<file path="src/rtl/core/slpa_pkg.sv">
// Shared types and codes for the slot pool lifecycle allocator.
// Used by the front, back and top level files; depends on nothing.
package slpa_pkg;

    // Request kinds.
    localparam logic [2:0] KIND_ACQUIRE        = 3'd0;
    localparam logic [2:0] KIND_RELEASE_EMPTY  = 3'd1;
    localparam logic [2:0] KIND_INSTALL        = 3'd2;
    localparam logic [2:0] KIND_MARK_CLOSING   = 3'd3;
    localparam logic [2:0] KIND_RELEASE_CLOSED = 3'd4;
    localparam logic [2:0] KIND_POISON         = 3'd5;
    localparam logic [2:0] KIND_INSPECT        = 3'd6;

    // Result status codes.
    localparam logic [1:0] STATUS_OK        = 2'd0;
    localparam logic [1:0] STATUS_EXHAUSTED = 2'd1;
    localparam logic [1:0] STATUS_RANGE     = 2'd2;
    localparam logic [1:0] STATUS_BAD       = 2'd3;

    // Slot lifecycle states.
    localparam logic [2:0] SLOT_FREE      = 3'd0;
    localparam logic [2:0] SLOT_LEASED    = 3'd1;
    localparam logic [2:0] SLOT_POPULATED = 3'd2;
    localparam logic [2:0] SLOT_CLOSING   = 3'd3;
    localparam logic [2:0] SLOT_POISONED  = 3'd4;

    // Field widths and packed bus widths.
    localparam int KIND_W   = 3;
    localparam int SLOT_W   = 16;
    localparam int IN_W     = 24;
    localparam int OUT_W    = 56;

    // A classified request as it waits in the queue.
    typedef struct packed {
        logic [KIND_W-1:0] kind;
        logic [SLOT_W-1:0] slot;
        logic              in_range;
    } item_t;

endpackage

</file>
<file path="src/rtl/core/slot_pool_lifecycle_allocator.sv">
// Top level of the slot pool lifecycle allocator.
// Depends on slpa_pkg, slpa_front, slpa_back and slpa_ram.
//
// Usage:
// Requests arrive on the s_ stream channel (kind and slot index in s_tdata);
// one result transaction per request leaves on the m_ stream channel with
// status, granted slot, addressed slot state, free count and poison count.
// The front queues up to two classified requests; the back executes each as
// a read step and an execute step: ST_READ reads the state, position and
// stack-top tables, and ST_EXEC writes them back and loads the result
// register. The back takes no new request until the last is written back.
// After reset the back runs a clearing pass through all SLOTS entries of the
// tables; s_tready stays low until it finishes. When the receiver stalls, the
// result register holds, the back waits with its next request, and the front
// keeps accepting until its two-entry queue is full.
module slot_pool_lifecycle_allocator #(
    parameter int SLOTS = 64
) (
    input  logic                      aclk,
    input  logic                      aresetn,
    input  logic                      s_tvalid,
    output logic                      s_tready,
    // s_tdata fields from bit 0: kind[2:0], slot[18:3], zero fill[23:19].
    input  logic [slpa_pkg::IN_W-1:0]  s_tdata,
    output logic                      m_tvalid,
    input  logic                      m_tready,
    // m_tdata fields from bit 0: status[1:0], granted_slot[17:2],
    // slot_status[20:18], free_slots[36:21], poisoned_total[52:37], zero[55:53].
    output logic [slpa_pkg::OUT_W-1:0] m_tdata
);

    logic            init_busy;
    logic            q_valid;
    logic            q_pop;
    slpa_pkg::item_t q_item;

    slpa_front #(.SLOTS(SLOTS)) u_front (
        .aclk(aclk), .aresetn(aresetn), .init_busy(init_busy),
        .s_tvalid(s_tvalid), .s_tready(s_tready), .s_tdata(s_tdata),
        .q_valid(q_valid), .q_item(q_item), .q_pop(q_pop)
    );

    slpa_back #(.SLOTS(SLOTS)) u_back (
        .aclk(aclk), .aresetn(aresetn), .init_busy(init_busy),
        .q_valid(q_valid), .q_item(q_item), .q_pop(q_pop),
        .m_tvalid(m_tvalid), .m_tready(m_tready), .m_tdata(m_tdata)
    );

    // No transaction is taken while the tables are being cleared.
    assert property (@(posedge aclk) disable iff (!aresetn)
        init_busy |-> !s_tready)
        else $error("request accepted during clearing pass");

    // Free and poisoned slots together never exceed the pool size; poisoned slots are never on the free stack.
    assert property (@(posedge aclk) disable iff (!aresetn)
        m_tvalid |-> ({1'b0, m_tdata[36:21]} + {1'b0, m_tdata[52:37]} <= 17'(SLOTS)))
        else $error("free plus poisoned exceeds pool size");

    // Exhausted is only reported with an empty stack.
    assert property (@(posedge aclk) disable iff (!aresetn)
        (m_tvalid && m_tdata[1:0] == slpa_pkg::STATUS_EXHAUSTED) |-> (m_tdata[36:21] == 16'd0))
        else $error("exhausted with free slots left");

    // The back never pops an empty queue.
    assert property (@(posedge aclk) disable iff (!aresetn)
        q_pop |-> q_valid)
        else $error("queue popped while empty");

endmodule

</file>
<file path="src/rtl/core/slpa_ram.sv">
// Generic single-write, single-read RAM with a registered read port.
// Used for all slot pool tables; depends on nothing.
module slpa_ram #(
    parameter int WIDTH = 8,
    parameter int DEPTH = 64
) (
    input  logic                                  aclk,
    input  logic                                  we,
    input  logic [(DEPTH > 1 ? $clog2(DEPTH) : 1)-1:0] waddr,
    input  logic [WIDTH-1:0]                      wdata,
    input  logic [(DEPTH > 1 ? $clog2(DEPTH) : 1)-1:0] raddr,
    output logic [WIDTH-1:0]                      rdata
);

    logic [WIDTH-1:0] mem [DEPTH];

    // A read of the address being written returns the old data; read data is registered.
    always_ff @(posedge aclk) begin
        if (we) begin
            mem[waddr] <= wdata;
        end
        rdata <= mem[raddr];
    end

endmodule

</file>
<file path="src/rtl/core/slpa_front.sv">
// Front end: accepts requests, checks the slot range and queues them.
// Depends on slpa_pkg.
module slpa_front #(
    parameter int SLOTS = 64
) (
    input  logic                     aclk,
    input  logic                     aresetn,
    input  logic                     init_busy,
    input  logic                     s_tvalid,
    output logic                     s_tready,
    input  logic [slpa_pkg::IN_W-1:0] s_tdata,
    output logic                     q_valid,
    output slpa_pkg::item_t          q_item,
    input  logic                     q_pop
);

    slpa_pkg::item_t entry_reg [2];
    logic            wr_ptr_reg, wr_ptr_next;
    logic            rd_ptr_reg, rd_ptr_next;
    logic [1:0]      count_reg, count_next;
    slpa_pkg::item_t in_item;
    logic            push;

    // Classify the incoming transaction.
    always_comb begin
        in_item.kind     = s_tdata[2:0];
        in_item.slot     = s_tdata[18:3];
        in_item.in_range = ({1'b0, s_tdata[18:3]} < 17'(SLOTS));
    end

    assign s_tready = !init_busy && (count_reg != 2'd2);
    assign push     = s_tvalid && s_tready;
    assign q_valid  = (count_reg != 2'd0);
    assign q_item   = entry_reg[rd_ptr_reg];

    // Queue pointer and fill count update.
    always_comb begin
        wr_ptr_next = wr_ptr_reg ^ push;
        rd_ptr_next = rd_ptr_reg ^ q_pop;
        count_next  = count_reg + 2'(push) - 2'(q_pop);
    end

    always_ff @(posedge aclk) begin
        if (!aresetn) begin
            wr_ptr_reg <= 1'b0;
            rd_ptr_reg <= 1'b0;
            count_reg  <= 2'd0;
        end else begin
            wr_ptr_reg <= wr_ptr_next;
            rd_ptr_reg <= rd_ptr_next;
            count_reg  <= count_next;
        end
    end

    // Queue storage.
    always_ff @(posedge aclk) begin
        if (push) begin
            entry_reg[wr_ptr_reg] <= in_item;
        end
    end

endmodule

</file>
<file path="src/rtl/core/slpa_back.sv">
// Back end: carries out queued requests against the state, stack and position
// tables, and holds the result register. Depends on slpa_pkg and slpa_ram.
module slpa_back #(
    parameter int SLOTS = 64
) (
    input  logic                      aclk,
    input  logic                      aresetn,
    output logic                      init_busy,
    input  logic                      q_valid,
    input  slpa_pkg::item_t           q_item,
    output logic                      q_pop,
    output logic                      m_tvalid,
    input  logic                      m_tready,
    output logic [slpa_pkg::OUT_W-1:0] m_tdata
);

    localparam int IW = (SLOTS > 1) ? $clog2(SLOTS) : 1;
    localparam int CW = $clog2(SLOTS + 1);

    typedef enum logic [2:0] {
        ST_INIT = 3'b001,
        ST_READ = 3'b010,
        ST_EXEC = 3'b100
    } state_t;

    state_t          state_reg, state_next;
    logic [IW-1:0]   clr_reg, clr_next;
    logic [CW-1:0]   depth_reg, depth_next;
    logic [CW-1:0]   poison_reg, poison_next;
    logic            m_valid_reg, m_valid_next;
    logic [slpa_pkg::OUT_W-1:0] m_data_reg, m_data_next;

    logic            st_we, sk_we, ps_we;
    logic [IW-1:0]   st_waddr, sk_waddr, ps_waddr;
    logic [2:0]      st_wdata;
    logic [IW-1:0]   sk_wdata, ps_wdata;
    logic [2:0]      cur;
    logic [IW-1:0]   top, pos;
    logic [IW-1:0]   sidx, top_addr;
    logic            commit;
    logic [1:0]      status;
    logic [IW-1:0]   granted;
    logic [2:0]      shown;

    assign sidx     = q_item.slot[IW-1:0];
    assign top_addr = IW'(depth_reg - CW'(1));

    slpa_ram #(.WIDTH(3), .DEPTH(SLOTS)) u_state_ram (
        .aclk(aclk), .we(st_we), .waddr(st_waddr), .wdata(st_wdata),
        .raddr(sidx), .rdata(cur)
    );

    slpa_ram #(.WIDTH(IW), .DEPTH(SLOTS)) u_stack_ram (
        .aclk(aclk), .we(sk_we), .waddr(sk_waddr), .wdata(sk_wdata),
        .raddr(top_addr), .rdata(top)
    );

    slpa_ram #(.WIDTH(IW), .DEPTH(SLOTS)) u_pos_ram (
        .aclk(aclk), .we(ps_we), .waddr(ps_waddr), .wdata(ps_wdata),
        .raddr(sidx), .rdata(pos)
    );

    assign init_busy = (state_reg == ST_INIT);
    assign commit    = (state_reg == ST_EXEC) && (!m_valid_reg || m_tready);
    assign q_pop     = commit;
    assign m_tvalid  = m_valid_reg;
    assign m_tdata   = m_data_reg;

    // Request execution and table writes.
    always_comb begin
        state_next   = state_reg;
        clr_next     = clr_reg;
        depth_next   = depth_reg;
        poison_next  = poison_reg;
        m_valid_next = m_valid_reg && !m_tready;
        m_data_next  = m_data_reg;
        st_we = 1'b0; st_waddr = sidx; st_wdata = slpa_pkg::SLOT_FREE;
        sk_we = 1'b0; sk_waddr = pos;  sk_wdata = top;
        ps_we = 1'b0; ps_waddr = top;  ps_wdata = pos;
        status  = slpa_pkg::STATUS_OK;
        granted = '0;
        shown   = cur;

        if (q_item.kind == slpa_pkg::KIND_ACQUIRE) begin
            if (depth_reg == '0) begin
                status = slpa_pkg::STATUS_EXHAUSTED;
                shown  = slpa_pkg::SLOT_FREE;
            end else begin
                granted    = top;
                shown      = slpa_pkg::SLOT_LEASED;
                st_we      = 1'b1;
                st_waddr   = top;
                st_wdata   = slpa_pkg::SLOT_LEASED;
                depth_next = depth_reg - CW'(1);
            end
        end else if (!q_item.in_range) begin
            status = slpa_pkg::STATUS_RANGE;
            shown  = slpa_pkg::SLOT_FREE;
        end else begin
            unique case (q_item.kind)
                slpa_pkg::KIND_RELEASE_EMPTY, slpa_pkg::KIND_RELEASE_CLOSED: begin
                    if (cur != ((q_item.kind == slpa_pkg::KIND_RELEASE_EMPTY) ?
                                slpa_pkg::SLOT_LEASED : slpa_pkg::SLOT_CLOSING)) begin
                        status = slpa_pkg::STATUS_BAD;
                    end else begin
                        st_we      = 1'b1;
                        st_wdata   = slpa_pkg::SLOT_FREE;
                        shown      = slpa_pkg::SLOT_FREE;
                        ps_we      = 1'b1;
                        ps_waddr   = sidx;
                        ps_wdata   = IW'(depth_reg);
                        sk_we      = 1'b1;
                        sk_waddr   = IW'(depth_reg);
                        sk_wdata   = sidx;
                        depth_next = depth_reg + CW'(1);
                    end
                end
                slpa_pkg::KIND_INSTALL: begin
                    if (cur != slpa_pkg::SLOT_FREE) begin
                        status = slpa_pkg::STATUS_BAD;
                    end else begin
                        st_we      = 1'b1;
                        st_wdata   = slpa_pkg::SLOT_POPULATED;
                        shown      = slpa_pkg::SLOT_POPULATED;
                        // Move the last stack entry into the vacated position.
                        sk_we      = (top != sidx);
                        ps_we      = (top != sidx);
                        depth_next = depth_reg - CW'(1);
                    end
                end
                slpa_pkg::KIND_MARK_CLOSING: begin
                    if (cur != slpa_pkg::SLOT_POPULATED) begin
                        status = slpa_pkg::STATUS_BAD;
                    end else begin
                        st_we    = 1'b1;
                        st_wdata = slpa_pkg::SLOT_CLOSING;
                        shown    = slpa_pkg::SLOT_CLOSING;
                    end
                end
                slpa_pkg::KIND_POISON: begin
                    if (cur == slpa_pkg::SLOT_FREE) begin
                        status = slpa_pkg::STATUS_BAD;
                    end else if (cur != slpa_pkg::SLOT_POISONED) begin
                        st_we       = 1'b1;
                        st_wdata    = slpa_pkg::SLOT_POISONED;
                        shown       = slpa_pkg::SLOT_POISONED;
                        poison_next = poison_reg + CW'(1);
                    end
                end
                default: begin
                    // Inspect and the unused kind leave everything as it is.
                end
            endcase
        end

        unique case (state_reg)
            ST_INIT: begin
                // Clearing pass: slot i free, stack and position entries hold i.
                st_we = 1'b1; st_waddr = clr_reg; st_wdata = slpa_pkg::SLOT_FREE;
                sk_we = 1'b1; sk_waddr = clr_reg; sk_wdata = clr_reg;
                ps_we = 1'b1; ps_waddr = clr_reg; ps_wdata = clr_reg;
                depth_next  = depth_reg;
                poison_next = poison_reg;
                clr_next    = clr_reg + IW'(1);
                if (clr_reg == IW'(SLOTS - 1)) begin
                    state_next = ST_READ;
                end
            end
            ST_READ: begin
                st_we = 1'b0; sk_we = 1'b0; ps_we = 1'b0;
                depth_next  = depth_reg;
                poison_next = poison_reg;
                if (q_valid) begin
                    state_next = ST_EXEC;
                end
            end
            ST_EXEC: begin
                if (commit) begin
                    state_next   = ST_READ;
                    m_valid_next = 1'b1;
                    m_data_next  = {3'b000,
                                    16'(poison_next),
                                    16'(depth_next),
                                    shown,
                                    16'(granted),
                                    status};
                end else begin
                    st_we = 1'b0; sk_we = 1'b0; ps_we = 1'b0;
                    depth_next  = depth_reg;
                    poison_next = poison_reg;
                end
            end
            default: begin
                state_next = ST_INIT;
            end
        endcase
    end

    always_ff @(posedge aclk) begin
        if (!aresetn) begin
            state_reg   <= ST_INIT;
            clr_reg     <= '0;
            depth_reg   <= CW'(SLOTS);
            poison_reg  <= '0;
            m_valid_reg <= 1'b0;
        end else begin
            state_reg   <= state_next;
            clr_reg     <= clr_next;
            depth_reg   <= depth_next;
            poison_reg  <= poison_next;
            m_valid_reg <= m_valid_next;
        end
    end

    always_ff @(posedge aclk) begin
        m_data_reg <= m_data_next;
    end

endmodule
</file>
<file path="config.mk">
export PLATFORM = sky130hd
export DESIGN_NAME = slot_pool_lifecycle_allocator
export DESIGN_NICKNAME = d
export VERILOG_FILES = /design/src/rtl/core/slpa_pkg.sv /design/src/rtl/core/slot_pool_lifecycle_allocator.sv /design/src/rtl/core/slpa_ram.sv /design/src/rtl/core/slpa_front.sv /design/src/rtl/core/slpa_back.sv
export SDC_FILE = /design/constraint.sdc
export NUM_CORES = 1
export LEC_CHECK = 0
export BUFFER_PORTS_ARGS = -buffer_cell sky130_fd_sc_hd__clkbuf_2
export CAP_MARGIN = 5
export CORE_UTILIZATION = 50
export DETAILED_ROUTE_END_ITERATION = 10
export HOLD_SLACK_MARGIN = 0.15
export PLACE_DENSITY = 0.66
export SETUP_SLACK_MARGIN = 0.2
export SYNTH_ARGS = -nofsm -noshare
export SYNTH_HDL_FRONTEND = slang
export SYNTH_SLANG_ARGS = --single-unit
</file>
<file path="constraint.sdc">
create_clock -name aclk -period 6.25 [get_ports aclk]
set_input_delay 0.9375 -clock aclk [delete_from_list [all_inputs] [get_ports aclk]]
set_output_delay 0.9375 -clock aclk [all_outputs]
set_load 0.01 [all_outputs]
</file>
==> results.toml <==
[outcome]
status = "complete, no violations"

[sta]
slew_violations = 0
fin_tns_setup_ps = 0
finalCritPeriodShare_pct = 80.2
layout_setup_ws_ps = 1240
worstMarginPinSlew_ps = 1340
clock_skew_ps = 38.0
rsz0062_at_grt = "no"
setup_viol = 0
post-route-min-period_ps = 5010
slew_headroom_pct = 9.66
fmaxAchievable_mhz = 200
hold_viol_final = 0

[worst_setup_path]
critPathLaunchType = "flop"
cp_cell_sequence = "buf_4, nor2b_1, a2bb2oi_2, nor3_4, a221oi_2, inv_2, buf_4, nand2_1, nor3_1"
max_stage_delay_ps = 970
path_common_cell = "buf_4"
critPathKind = "reg -> reg"
required_ps = 6540
cp.arrival_ps = 5300
end_kind = "flop"
cp_max_fo = 70
critPathSlowestCell = "nor3_1"

[synthesis]
synth.distinct_cells = 94
syn_area_per_cell_sq_um = 13.7
synthTopCellsByCount = "1005 x edfxtp_1, 668 x nand2_1, 265 x nand3_1, 150 x nor3_1, 116 x nor2_1"
ys_seq_area_share_pct = 70.2
ys_ff_latch = 1049
synth_warnings = 0
synth_top_area_share_pct = 68.3
synth.area.top_cells = "edfxtp_1 68%, nand2_1 5.7%, mux4_2 4.9%, nand3_1 3.0%, dfxtp_1 2.0%"
syn-instance-count = 3225
synth_flop_cell = "edfxtp_1"
yosysMostFrequentCell = "edfxtp_1"
yosysTopAreaCell = "edfxtp_1"
synth_edf_count = 1005
syn_area_sq_mm = 0.0442
synthArstFlopShare_pct = 0

[min_path]
min_path_type = "in -> reg"

[cells_and_area]
final_area_sq_mm = 0.0490
stdcell_count = 4467
drive_gt1_share_pct = 12.9
utilization_pct = 56.2
fin_nets = 3257
area_growth_pct = 10.8
reg_top3 = "u_back.u_pos_ram.mem: 384 flops, u_back.u_stack_ram.mem: 384 flops, u_back.u_state_ram.mem: 192 flops"

[drt]
vias = 27123
drc = 0
wl_per_cell_um = 23.7
drtAntennaViolNets = 0
drtPass1Iterations = 6
drtIter0Drc = 3185
via_per_inst = 6.07
wirelength_um = 106000

[clocking]
clk_path_buf_depth = 3
cts_resized = 0
ctsHoldBuffers = 0
clockRootBuffer = "clkbuf_16"
worstSkewPairLatency_ps = 680
path_clk_slew_ps = 60
cts_setup_buffers = 0
cts_tree = "yes"
cts_made_buffers = 102
htreeDepth = 3
cts_sinks = 1049

[placed_design]
place_ws_ps = 1260
place_congestion = 0.921
portBuffers = 49
place_area_sq_mm = 0.0455
dpl.hpwl_um = 67000
dp.cells = 4271

[die]
num_rows = 108
dieHeight_um = 299
initial_core_util_pct = 50.7
die-area_sq_mm = 0.0896
io_pins = 86
die_x_um = 299
core_area_sq_mm = 0.0872

[grt]
gr-total-overflow = 0
grt_max_degree = 199
antenna_found_initial = 1
grt_use_total_pct = 23.5
grt_pass1_vias = 26236
grt_pass1_wl_um = 160000

[pwr]
peakVddDrop_mv = 0.262
p_leak_nw = 16.2
p_per_area_mw_per_mm2 = 356

[run]
cap_violations = 0
-- through the flow --
stage | power [mW] | hold slack, ps
3_3_place_gp | 11.1 | 516
5_1_grt | 18.0 | 444
3_5_place_dp | 11.2 | 526
2_1_floorplan | 10.2 | 495
6_report | 17.4 | 471
4_1_cts | 17.5 | 434
-- power by group --
part / internal (mW) / switching [mW]
logic: 0.550 / 1.89
registers: 8.45 / 0.186
clock network: 3.73 / 2.64
total: 12.7 / 4.71
-- final cells by class --
type                    count  area [sq um]
clock buffers             115          2620
clock inverters            77           867
flip-flops and latches   1049         31100
well taps                1155          1450
fillers                  6773         38200
inverters                  22          82.6
diodes                      3          7.51
repair buffers             92           616
multi-input cells        1954         12300
-- cells in the final DEF (no fill, tap or decap), types with 28 or more instances in the layout --
cell type     n
edfxtp_1   1005
nand2_1     668
nand3_1     265
nor3_1      150
nor2_1      116
a21oi_1     111
clkbuf_16   103
mux4_2       96
a31oi_1      65
clkbuf_2     50
dfxtp_1      42
and2_1       41
buf_4        38
mux2i_1      36
conb_1       31
nor4_1       29
o21ai_0      28
a32oi_1      28
-- cells by family after synthesis --
family | share of synthesized area [%]
adders and majority gates | 0.226
other | 0.00848
and+or+nand+nor | 14.1
xor gates and xnor gates | 0.691
muxes | 6.19
AOI/OAI and AO/OA | 5.73
buffers and inverters | 2.80
DFF | 70.2
-- worst max-delay path, delay by kind of cell (launching register included) --
| family | cells | cell delay (ps) |
|---|---|---|
| flip-flops | 1 | 360 |
| AO/OA/AOI/OAI | 2 | 490 |
| AND/OR/NAND/NOR | 4 | 2600 |
| buffers and inverters | 3 | 1150 |
-- path summary, 6_finish.rpt --
check	startpoint	end	slack [ps]	cells past startpoint
worst min register to register	u_back.poison_reg[1]	u_back.poison_reg[1]	540	2
worst max-delay path	flop	u_back.u_pos_ram.mem[15][2]	1240	9
worst max register to register	flop	u_back.u_pos_ram.mem[15][2]	1240	9
worst min-delay path	s_tdata[4]	u_front.entry_reg[1][2]	470	1
-- metal layers --
metal	track usage (%)	wire length (um)
met5	0	11
met4	7.68	3100
met3	3.90	8790
met2	38.3	51300
met1	32.5	42700
No activity file was read; power rests on OpenSTA's default activity.
